File: src/design/chsa_pkg.sv
`timescale 1ns / 1ps
package chsa_pkg;

  localparam int ADDR_W      = 32;
  localparam int SIZE_W      = 24;
  localparam int ALIGN_W     = 4;
  localparam int ACTION_W    = 2;
  localparam int LOG2_W      = 5;
  localparam int CFG_INDEX_W = 3;
  localparam int CFG_DATA_W  = 32;

  // heaps that have a base register
  localparam int BASE_REGS          = 4;
  localparam int HEAP_COUNT_DEFAULT = 4;

  localparam logic [LOG2_W-1:0] BASE_LOG2_MIN   = 5'd4;
  localparam logic [LOG2_W-1:0] BASE_LOG2_MAX   = 5'd24;
  localparam logic [LOG2_W-1:0] BASE_LOG2_RESET = 5'd12;

  // register indexes
  localparam logic [CFG_INDEX_W-1:0] REG_BASE_SIZE_LOG2 = 3'd0;
  localparam logic [CFG_INDEX_W-1:0] REG_HEAP0_BASE     = 3'd1;

  // actions
  localparam logic [ACTION_W-1:0] ACT_ALLOC = 2'd0;
  localparam logic [ACTION_W-1:0] ACT_POP   = 2'd1;
  localparam logic [ACTION_W-1:0] ACT_RESET = 2'd2;

  typedef struct packed {
    logic load_pos;
    logic load_fit;
  } try_ctrl_t;

  typedef struct packed {
    logic              fit;
    logic [ADDR_W-1:0] aligned;
    logic [ADDR_W-1:0] end_pos;
  } try_stat_t;

endpackage

File: src/design/chsa_try_unit.sv
`timescale 1ns / 1ps
module chsa_try_unit (
  input  logic                                 clk,
  input  chsa_pkg::try_ctrl_t                  ctrl,
  input  logic [chsa_pkg::ADDR_W-1:0]          base,
  input  logic [chsa_pkg::ADDR_W-1:0]          off,
  input  logic [chsa_pkg::LOG2_W-1:0]          size_log2,
  input  logic [chsa_pkg::ALIGN_W-1:0]         align_log2,
  input  logic [chsa_pkg::SIZE_W-1:0]          alloc_size,
  output chsa_pkg::try_stat_t                  stat
);
  import chsa_pkg::*;

  localparam logic [ADDR_W:0] ADDR_LIMIT = {1'b1, {ADDR_W{1'b0}}};

  logic [ADDR_W+1:0] mask;
  logic [ADDR_W+1:0] pos_sum;
  logic [ADDR_W:0]   hsize;
  logic [ADDR_W:0]   end_raw;
  logic [ADDR_W:0]   end_lim;
  logic [ADDR_W+1:0] end_sum;

  logic [ADDR_W+1:0] aligned;
  logic [ADDR_W:0]   heap_end;
  logic [ADDR_W-1:0] end_pos;
  logic              fit;

  // first step: align base + offset up, heap end clipped to the address space; second step: allocation end
  always_comb begin
    mask    = ~({(ADDR_W+2){1'b1}} << align_log2);
    pos_sum = {2'b00, base} + {2'b00, off} + mask;
    hsize   = (ADDR_W+1)'(1) << size_log2;
    end_raw = {1'b0, base} + hsize;
    end_lim = (end_raw > ADDR_LIMIT) ? ADDR_LIMIT : end_raw;
    end_sum = aligned + (ADDR_W+2)'(alloc_size);
  end

  always_ff @(posedge clk) begin
    if (ctrl.load_pos) begin
      aligned  <= pos_sum & ~mask;
      heap_end <= end_lim;
    end
    if (ctrl.load_fit) begin
      end_pos <= end_sum[ADDR_W-1:0];
      fit     <= (aligned[ADDR_W+1:ADDR_W] == 2'b00) && (end_sum <= {1'b0, heap_end});
    end
  end

  assign stat.fit     = fit;
  assign stat.aligned = aligned[ADDR_W-1:0];
  assign stat.end_pos = end_pos;

endmodule

File: src/design/chained_heap_stack_allocator_unit.sv
// pop, reset and unused actions go from accept straight to the result write
// allocate: search for the heap of the top one heap per step, then position, fit and commit
//   steps for each heap tried; a top past the last heap fails once every heap is searched
// throughput: one item at a time, the next is accepted the cycle after the result is loaded
// reset (rst, synchronous): top index 0, base size log2 12, all heap bases 0,
// no result pending
`timescale 1ns / 1ps
module chained_heap_stack_allocator_unit #(
  parameter int HEAP_COUNT = chsa_pkg::HEAP_COUNT_DEFAULT
) (
  input  logic                                clk,
  input  logic                                rst,
  // input items
  input  logic                                in_valid,
  output logic                                in_ready,
  input  logic [chsa_pkg::ACTION_W-1:0]       action,
  input  logic [chsa_pkg::SIZE_W-1:0]         alloc_size,
  input  logic [chsa_pkg::ALIGN_W-1:0]        align_log2,
  input  logic [chsa_pkg::ADDR_W-1:0]         pop_index,
  // result items
  output logic                                out_valid,
  input  logic                                out_ready,
  output logic [chsa_pkg::ADDR_W-1:0]         address,
  output logic                                granted,
  output logic [chsa_pkg::ADDR_W-1:0]         stack_top,
  // configuration writes
  input  logic                                cfg_write,
  input  logic [chsa_pkg::CFG_INDEX_W-1:0]    cfg_index,
  input  logic [chsa_pkg::CFG_DATA_W-1:0]     cfg_data
);
  import chsa_pkg::*;

  // heaps past the last base register are never used
  localparam int USED_HEAPS = (HEAP_COUNT < BASE_REGS) ? HEAP_COUNT : BASE_REGS;
  localparam int HW         = (USED_HEAPS > 1) ? $clog2(USED_HEAPS) : 1;
  localparam logic [HW-1:0] LAST_HEAP = HW'(USED_HEAPS - 1);

  typedef enum logic [2:0] {
    S_IDLE,
    S_FIND,
    S_POS,
    S_FIT,
    S_COMMIT,
    S_WRITE
  } state_t;

  state_t state;

  // configuration registers
  logic [LOG2_W-1:0] base_size_log2;
  logic [ADDR_W-1:0] heap_base [USED_HEAPS];

  // allocator state and the latched item
  logic [ADDR_W-1:0]  top_index;
  logic [SIZE_W-1:0]  req_size;
  logic [ALIGN_W-1:0] req_align;
  logic [HW-1:0]      heap;
  logic [ADDR_W-1:0]  off;
  logic [ADDR_W-1:0]  res_addr;
  logic               res_granted;

  logic [LOG2_W-1:0] eff_log2;
  logic [LOG2_W-1:0] heap_log2;
  logic [ADDR_W-1:0] heap_start;
  logic [ADDR_W-1:0] heap_size;
  logic [ADDR_W-1:0] base_sel;
  logic              in_heap;
  logic              out_free;

  try_ctrl_t try_ctrl;
  try_stat_t try_stat;

  // base size saturates to its legal range
  always_comb begin
    if (base_size_log2 < BASE_LOG2_MIN) begin
      eff_log2 = BASE_LOG2_MIN;
    end else if (base_size_log2 > BASE_LOG2_MAX) begin
      eff_log2 = BASE_LOG2_MAX;
    end else begin
      eff_log2 = base_size_log2;
    end
  end

  // heap h: indices start at B*(2^h - 1), size is B << h
  always_comb begin
    heap_log2  = eff_log2 + LOG2_W'(heap);
    heap_start = ((ADDR_W'(1) << heap) - ADDR_W'(1)) << eff_log2;
    heap_size  = ADDR_W'(1) << heap_log2;
    base_sel   = heap_base[heap];
    in_heap    = top_index < (heap_start + heap_size);
    out_free   = !out_valid || out_ready;
  end

  assign in_ready          = (state == S_IDLE);
  assign try_ctrl.load_pos = (state == S_POS);
  assign try_ctrl.load_fit = (state == S_FIT);

  chsa_try_unit u_try (
    .clk        (clk),
    .ctrl       (try_ctrl),
    .base       (base_sel),
    .off        (off),
    .size_log2  (heap_log2),
    .align_log2 (req_align),
    .alloc_size (req_size),
    .stat       (try_stat)
  );

  // configuration port, writes to heaps that do not exist are dropped
  always_ff @(posedge clk) begin
    if (rst) begin
      base_size_log2 <= BASE_LOG2_RESET;
      for (int i = 0; i < USED_HEAPS; i++) begin
        heap_base[i] <= '0;
      end
    end else if (cfg_write) begin
      if (cfg_index == REG_BASE_SIZE_LOG2) begin
        base_size_log2 <= cfg_data[LOG2_W-1:0];
      end
      for (int i = 0; i < USED_HEAPS; i++) begin
        if (cfg_index == REG_HEAP0_BASE + CFG_INDEX_W'(i)) begin
          heap_base[i] <= cfg_data;
        end
      end
    end
  end

  // sequencer: pop and reset set the top; allocate finds the heap of the top, then tries it and each following heap
  always_ff @(posedge clk) begin
    if (rst) begin
      state     <= S_IDLE;
      top_index <= '0;
      out_valid <= 1'b0;
    end else begin
      // a result loaded in this cycle keeps out_valid high instead
      if (out_valid && out_ready && state != S_WRITE) begin
        out_valid <= 1'b0;
      end
      case (state)
        S_IDLE: begin
          if (in_valid) begin
            req_size    <= alloc_size;
            req_align   <= align_log2;
            heap        <= '0;
            res_addr    <= '0;
            res_granted <= 1'b0;
            case (action)
              ACT_ALLOC: state <= S_FIND;
              ACT_POP: begin
                top_index <= pop_index;
                state     <= S_WRITE;
              end
              ACT_RESET: begin
                top_index <= '0;
                state     <= S_WRITE;
              end
              default: state <= S_WRITE;
            endcase
          end
        end
        S_FIND: begin
          if (in_heap) begin
            off   <= top_index - heap_start;
            state <= S_POS;
          end else if (heap == LAST_HEAP) begin
            // top lies past the last heap
            state <= S_WRITE;
          end else begin
            heap <= heap + HW'(1);
          end
        end
        S_POS: begin
          state <= S_FIT;
        end
        S_FIT: begin
          state <= S_COMMIT;
        end
        S_COMMIT: begin
          if (try_stat.fit) begin
            top_index   <= heap_start + try_stat.end_pos - base_sel;
            res_addr    <= try_stat.aligned;
            res_granted <= 1'b1;
            state       <= S_WRITE;
          end else if (heap == LAST_HEAP) begin
            // no heap left, top stays
            state <= S_WRITE;
          end else begin
            heap  <= heap + HW'(1);
            off   <= '0;
            state <= S_POS;
          end
        end
        S_WRITE: begin
          if (out_free) begin
            address   <= res_addr;
            granted   <= res_granted;
            stack_top <= top_index;
            out_valid <= 1'b1;
            state     <= S_IDLE;
          end
        end
        default: state <= S_IDLE;
      endcase
    end
  end

endmodule

File: config.mk
export PLATFORM = sky130hd
export DESIGN_NAME = chained_heap_stack_allocator_unit
export DESIGN_NICKNAME = d
export VERILOG_FILES = /design/src/design/chsa_pkg.sv /design/src/design/chsa_try_unit.sv /design/src/design/chained_heap_stack_allocator_unit.sv
export SDC_FILE = /design/constraint.sdc
export NUM_CORES = 1
export LEC_CHECK = 0
export BUFFER_PORTS_ARGS = -buffer_cell sky130_fd_sc_hd__buf_4
export CORE_MARGIN = 3
export CORE_UTILIZATION = 55
export CTS_CLUSTER_DIAMETER = 100
export DETAILED_ROUTE_END_ITERATION = 10
export PLACE_DENSITY = 0.74
export SETUP_SLACK_MARGIN = 0.4
export SYNTH_ARGS = -nofsm -noshare
export SYNTH_HDL_FRONTEND = slang
export SYNTH_HIERARCHICAL = 1
export SYNTH_SLANG_ARGS = --single-unit
File: constraint.sdc
create_clock -name clk -period 10.9 [get_ports clk]
set_clock_uncertainty 0.2 [all_clocks]
set_input_delay 1.09 -clock clk [delete_from_list [all_inputs] [get_ports clk]]
set_output_delay 1.09 -clock clk [all_outputs]
set_load 0.05 [all_outputs]
==> results of run 1 <==
## layout make-up
cell class / count / area, um2
clock buffers: 61 / 1340
clock inverters: 26 / 280
fillers: 4287 / 19900
inverters: 220 / 826
multi-input cells: 2128 / 16000
flip-flops and latches: 431 / 12500
well taps: 688 / 861
repair buffers: 185 / 1390
## stage by stage
step	worst slack [ps]	hold slack [ps]	util, %	area, um2
after floorplan	2400	200	-	29800
after global placement	2720	202	59.4	31500
after detailed placement	2570	205	59.4	31500
after CTS	2520	206	62.5	33200
after global routing	1610	222	62.5	33200
final	2410	199	62.5	33200
## where the power goes
part,leakage [nW],switching (mW),total (mW),internal [mW]
registers,3.98,0.312,2.71,2.40
clock network,0.802,0.683,1.67,0.992
logic,9.18,4.41,7.18,2.77
## worst max path at each step
| stage | to | start | cells after the start |
|---|---|---|---|
| after floorplan | off[0] | base_size_log2[4] | 30 |
| after global placement | off[2] | base_size_log2[4] | 29 |
| after detailed placement | off[2] | base_size_log2[4] | 29 |
| after CTS | off[12] | base_size_log2[4] | 27 |
| after global routing | off[12] | base_size_log2[4] | 27 |
| final | off[12] | base_size_log2[4] | 27 |
## sequential cells by signal, indices dropped and copies added (netlist names), named ones only
| name | cells |
|---|---|
| heap_base | 128 |
| base_size_log2 | 5 |
| state | 3 |
| out_valid | 1 |
| res_addr | 32 |
| u_try/aligned | 34 |
| address | 32 |
| top_index | 32 |
| res_granted | 1 |
| u_try/fit | 1 |
| heap | 2 |
| off | 32 |
| req_align | 4 |
| stack_top | 32 |
| u_try/heap_end | 33 |
| req_size | 24 |
| granted | 1 |
| u_try/end_pos | 32 |
## cell families (layout without fill, tap and decap cells)
| logic type | Yosys count | after routing |
|---|---|---|
| and+or+nand+nor | 912 | 912 |
| AOI/OAI and AO/OA | 685 | 685 |
| DFF | 431 | 431 |
| buffers and inverters | 341 | 492 |
| adders and majority gates | 317 | 317 |
| xor gates and xnor gates | 154 | 154 |
| muxes | 46 | 46 |
| other | 2 | 14 |
## critical path, cell delays in order, from the launching register on
cell	delay (ps)
dfxtp_1	900
nand2_1	380
o211ai_4	290
inv_2	120
ha_1	220
inv_1	70
fa_1	480
inv_1	220
nor2_1	100
nand2_1	150
nor2_1	60
ha_1	420
and4_1	280
nand2_1	130
a2111oi_0	770
o2111ai_1	260
a31oi_1	260
nor4_1	90
nor3_1	230
xnor2_1	150
ha_1	260
nand4_1	150
nor4_1	90
o211ai_1	80
nand3_1	140
nor4_1	470
nand2b_1	180
a21boi_4	900
## placed cells by master, fill, tap and decap left out, types with 14 or more instances in the layout
cell	n
a211oi_1	28
a21o_1	104
a21oi_1	188
a221oi_1	18
a31oi_1	25
and2_1	147
and3_1	47
buf_4	185
clkbuf_16	51
conb_1	14
dfxtp_1	42
edfxtp_1	388
fa_1	51
ha_1	266
inv_1	215
mux4_2	32
nand2_1	149
nand2b_1	35
nand3_1	47
nand4_1	36
nor2_1	268
nor2b_1	26
nor3_1	54
nor4_1	17
o211ai_1	31
o21a_1	29
o21ai_0	92
o21bai_1	25
xnor2_1	104
xor2_1	50
## per-layer routing
layer | vias to the layer above | track usage [%] | wire length, um
met3 | 204 | 5.36 | 7160
met1 | 11398 | 42.5 | 38100
li1 | 10788 | - | -
met2 | 965 | 50.6 | 41200
met4 | 0 | 13.5 | 4260
met5 | - | 0 | 0
==> summary.txt, run 1 <==
Clocking
  • Clock root cell: clkbuf_16
  • # resized after CTS: 0
  • Hold-fix buffers at CTS: 0
  • H-tree depth: 2
  • Clock sink total: 431
  • TritonCTS clock tree: built
  • Reg clk slew, reported paths: 70 ps
  • Clock Latency Late Sink: 600 ps
  • CTS Buffer Depth: 3
  • CTS Buf Count: 48
  • Setup Fix Bufs, Post-CTS: 0

Detailed routing
  • Drt pass-1 iters: 6
  • Vias/cell: 6.25
  • Detail Route Antenna Nets: 0
  • Vias: 23355
  • # DRC: 0
  • Drt first-iter violations: 2200
  • WL/cell: 24.3 um
  • Final WL: 90700 um

Floorplanning
  • Die area: 56900 um2
  • Initial core utilization: 56.0%
  • I/O Pins: 169
  • Die height: 239 um
  • # rows: 84
  • Die width: 239 um
  • Core area: 53100 um2

Worst setup path
  • Setup CP Type: register to register
  • RR Endpoint: off[12]
  • R2R Setup Slk: 2410 ps
  • Crit-path max FO: 32
  • Worst Path Required: 10900 ps
  • Worst r2r src: base_size_log2[4]
  • Arrival time at the worst endpoint: 8480 ps
  • Worst R2R Path Depth: 27
  • Kind of end point of the critical path: register
  • CP Launch Type: register

Finish
  • N_diodes: 0
  • Share of layout cells above drive strength 1: 11.9%
  • Final instance count without filler cells: 3739
  • Area Growth Syn to Fin: 11.5%
  • Final net count: 3433

Logic synthesis
  • Compound-cell area share of the yosys netlist: 15.6%
  • Commonest cells post-synth: edfxtp_1 (388), nor2_1 (271), ha_1 (266), inv_1 (216), a21oi_1 (188)
  • Synth area leaders: edfxtp_1 (39%), ha_1 (11%), fa_1 (3.4%), nor2_1 (3.4%), a21oi_1 (3.2%)
  • Yosys Warn Count: 6
  • Post-synth EDFFs: 388
  • Netlist cell types: 92
  • Syn Area/Cell: 10.3 um2
  • Most frequent cell after synthesis: edfxtp_1
  • Main synth FF type: edfxtp_1
  • Largest family of logic cells by synthesized area: compound AO/OA/AOI/OAI gates
  • Simple-Gate Fraction of Synth Area: 15.5%
  • Post-synthesis mux area share: 2.90%
  • Synth top area share: 39.2%
  • Synthesized cell area: 29700 um2
  • Adder-cell share of the synthesized area: 14.6%
  • Synth area leader: edfxtp_1
  • XOR/XNOR share of the synthesized area: 4.53%
  • Synth Instances: 2888
  • Register bit count reported by yosys: 431
  • Sequential-to-total area share from yosys stat: 42.1%
  • Asr flop ratio synth: 0%

Global route
  • Largest net degree at the start of global routing: 68
  • Initial antenna violation count: 4
  • Vias in the first global route: 22651
  • First-pass GRT wire length: 135000 um
  • GRT overflow: 0
  • GRT Resource Usage Total: 31.5%

STA
  • RSZ-0062 raised after global routing: false
  • Period Utilization, post-route: 77.8%
  • Hold Vio Cnt, Final: 0
  • Tmin final: 8490 ps
  • Max_slew headroom: 18.1%
  • Peak Freq: 0.118 GHz
  • Final TNS setup: 0 ps
  • # setup viols final: 0
  • Worst-margin pin slew: 1220 ps
  • Pins Over Slew Limit: 0

Worst hold path
  • Worst hold-check path type: register to register
  • Hold Path Stages: 0
  • Hold Path End: address[12]
  • Worst Hold Launch: res_addr[12]

Power and ir drop
  • Tot Pwr: 11.6 mW
  • P per Cell Area: 349 nW/um2
  • Peak VDD IR: 202 uV
  • Leakage Power: 14.0 nW

Placed design
  • Placed Cells: 3652
  • Post-DP HPWL: 71200 um
  • Port-buffer cells: 168
  • Placer Congestion: 0.987

Run status
  • Status: complete, no violations

Run
  • Max Cap Viol: 0
Note: power is estimated with default switching activity, not from simulation.
==> run 2, diff against run 1 <==
Settings changed: ABC_AREA set to 1, PLACE_DENSITY 0.74 to 0.77.
Clock period 10.9 ns to 7.45 ns, I/O delays scaled along.
==> run 2 against run 1 <==
Core utilization up 0.39 points. Non-clock buffer count grew 24. Synthesized cell count increased by 35%. Via count is 18% higher. Die area grew 5.4%. Register-to-register slack worse by 1500 ps. Design area up 5.7%. Largest cell class unchanged. Clock-buffer cell count is 8 lower. Worst hold slack lost 78 ps. Critical path type unchanged. First-iteration DRC count up 38%. Critical path depth increased by 7. Fmax increased by 31%.
==> summary.txt, run 2 <==
Worst setup path
  • CP Launch Type: register
  • Kind of end point of the critical path: register
  • Worst R2R Path Depth: 34
  • Setup CP Type: register to register
  • Worst path max stage delay: 530 ps
  • CP most frequent cell: nand2_1
  • RR Endpoint: off[9]
  • Arrival time at the worst endpoint: 6570 ps
  • Critical Path Slowest Stage Cell: dfxtp_2
  • Crit-path max FO: 32
  • R2R Setup Slk: 950 ps
  • Worst r2r src: base_size_log2[3]
  • Worst Path Required: 7520 ps

Placed design
  • Placer Congestion: 1.07
  • Post-DP HPWL: 77500 um
  • Port-buffer cells: 168

STA
  • Pins Over Slew Limit: 0
  • Hold Vio Cnt, Final: 0
  • Max_slew headroom: 14.4%
  • Worst-margin pin slew: 1280 ps
  • Tmin final: 6500 ps
  • RSZ-0062 raised after global routing: false
  • Final TNS setup: 0 ps
  • # setup viols final: 0
  • Period Utilization, post-route: 87.2%
  • Peak Freq: 0.154 GHz

Clocking
  • CTS Buffer Depth: 3
  • TritonCTS clock tree: built
  • H-tree depth: 2
  • Clock Latency Late Sink: 610 ps
  • Reg clk slew, reported paths: 60 ps
  • Hold-fix buffers at CTS: 0
  • Clock root cell: clkbuf_16
  • # resized after CTS: 0
  • CTS Buf Count: 46
  • Setup Fix Bufs, Post-CTS: 0
  • Clock sink total: 431

Finish
  • Largest register FFs: 128
  • Commonest non-fill, non-tap cell in the layout: nand2_1
  • Register Area: 12500 um2
  • Area Growth Syn to Fin: 11.6%
  • Top flop regs: heap_base (128), u_try/aligned (34), u_try/heap_end (33)
  • Area of the multi-input gates: 16200 um2
  • Final net count: 4480
  • Commonest cells after routing, fill and taps aside: nand2_1 (781), inv_1 (583), nor2_1 (497)
  • N_diodes: 0
  • Layout fillers: 4913
  • Share of layout cells above drive strength 1: 8.91%
  • Top reg by flops: heap_base

Detailed routing
  • Drt first-iter violations: 3037
  • Vias/cell: 5.70
  • WL/cell: 20.4 um
  • Drt pass-1 iters: 6
  • # DRC: 0
  • Detail Route Antenna Nets: 0
  • Vias: 27612
  • Final WL: 98800 um

Floorplanning
  • # rows: 86
  • Die width: 245 um
  • Core area: 55700 um2
  • I/O Pins: 169
  • Die area: 60000 um2
  • Die height: 245 um
  • Initial core utilization: 56.3%

Worst hold path
  • Hold Path Stages: 1
  • Worst hold-check path type: input pin to register
  • Hold Path End: req_align[0]
  • Worst Hold Launch: align_log2[0]

Global route
  • Vias in the first global route: 26145
  • GRT Resource Usage Total: 32.5%
  • First-pass GRT wire length: 149000 um
  • Largest net degree at the start of global routing: 88
  • GRT overflow: 0
  • Initial antenna violation count: 0

Logic synthesis
  • Yosys Warn Count: 6
  • Synth area leaders: edfxtp_1 (37%), ha_1 (11%), nand2_1 (9.3%), inv_1 (7.0%), nor2_1 (6.0%)
  • Synth area leader: edfxtp_1
  • Syn Area/Cell: 8.04 um2
  • Synthesized cell area: 31400 um2
  • Most frequent cell after synthesis: nand2_1
  • Main synth FF type: edfxtp_1
  • Post-synth EDFFs: 388
  • Asr flop ratio synth: 0%
  • Sequential-to-total area share from yosys stat: 39.9%
  • Register bit count reported by yosys: 431
  • Synth Instances: 3907
  • Netlist cell types: 60
  • Synth top area share: 37.1%
  • Commonest cells post-synth: nand2_1 (782), inv_1 (583), nor2_1 (498), edfxtp_1 (388), a21oi_1 (350)

Run
  • Max Cap Viol: 0

Run status
  • Status: complete, no violations
==> run 2: changes by cell type after synthesis, moves of 29 or more <==
| cell | delta |
|---|---|
| inv_1 | +367 |
| nor2_1 | +227 |
| nand2_1 | +631 |
| mux4_2 | -32 |
| o211ai_1 | -29 |
| o21ai_0 | +126 |
| nand3_1 | +91 |
| a21o_1 | -79 |
| a21oi_1 | +162 |
| and2_1 | -143 |
| nand2b_1 | -35 |
| xnor2_1 | -54 |
| and3_1 | -42 |
==> run 2: per-stage QoR <==
stage,area [um2],setup slack (ps),utilization (%),std cells,hold slack (ps)
2_1_floorplan,31500,1200,-,3919,200
3_3_place_gp,33500,744,60.0,4761,202
3_5_place_dp,33500,578,60.0,4761,205
4_1_cts,35000,534,62.8,4846,101
5_1_grt,35000,418,62.9,4846,106
6_report,35000,953,62.9,4846,121
==> run 2: layer usage <==
| metal | vias to the layer above | share of wire, % | routed length (um) | track usage [%] |
|---|---|---|---|---|
| met1 | 12782 | 39 | 38700 | 41.0 |
| li1 | 13292 | - | - | - |
| met2 | 1261 | 45 | 44700 | 52.7 |
| met5 | - | 0.11 | 104 | 1.31 |
| met3 | 275 | 9.5 | 9390 | 7.12 |
| met4 | 2 | 6.0 | 5950 | 16.4 |
==> run 2: area by class of cell <==
| type | count | share of cell area (%) |
|---|---|---|
| Clock inverter | 32 | 1.12 |
| Clock buffer | 53 | 3.39 |
| Multi-Input combinational cell | 2775 | 46.2 |
| Timing Repair Buffer | 209 | 4.49 |
| Tap cell | 748 | 2.67 |
| Inverter | 598 | 6.42 |
| Sequential cell | 431 | 35.7 |
==> run 2: kinds of logic (layout without fill, tap and decap cells) <==
family	count (synthesis)	after routing	synth area share, %
DFF	431	431	39.9
AOI/OAI and AO/OA	752	752	13.3
xor gates and xnor gates	105	105	2.93
adders and majority gates	317	317	13.9
other	2	14	0.0239
buffers and inverters	713	892	9.12
and+or+nand+nor	1587	1587	20.9
==> run 2: critical path, delay by kind of cell (launching register included) <==
kind / cells / cell delay, ps
simple gates: 19 / 2390
fa+ha+maj: 4 / 1100
compound gates: 4 / 920
buf+inv: 6 / 800
flops: 1 / 530
xor+xnor: 1 / 180
==> run 2: worst max path at each step <==
stage                                  from       to  slack [ps]
after floorplan           base_size_log2[4]   off[0]        1200
after global placement    base_size_log2[4]   off[0]         740
after detailed placement  base_size_log2[4]   off[1]         580
after CTS                 base_size_log2[4]  off[31]         530
after global routing      base_size_log2[3]   off[9]         420
final                     base_size_log2[3]   off[9]         950
Power of run 2 is left out: the tool's default activity adds up to more than one toggle a clock period on the data nets, which glitch-free logic cannot reach.
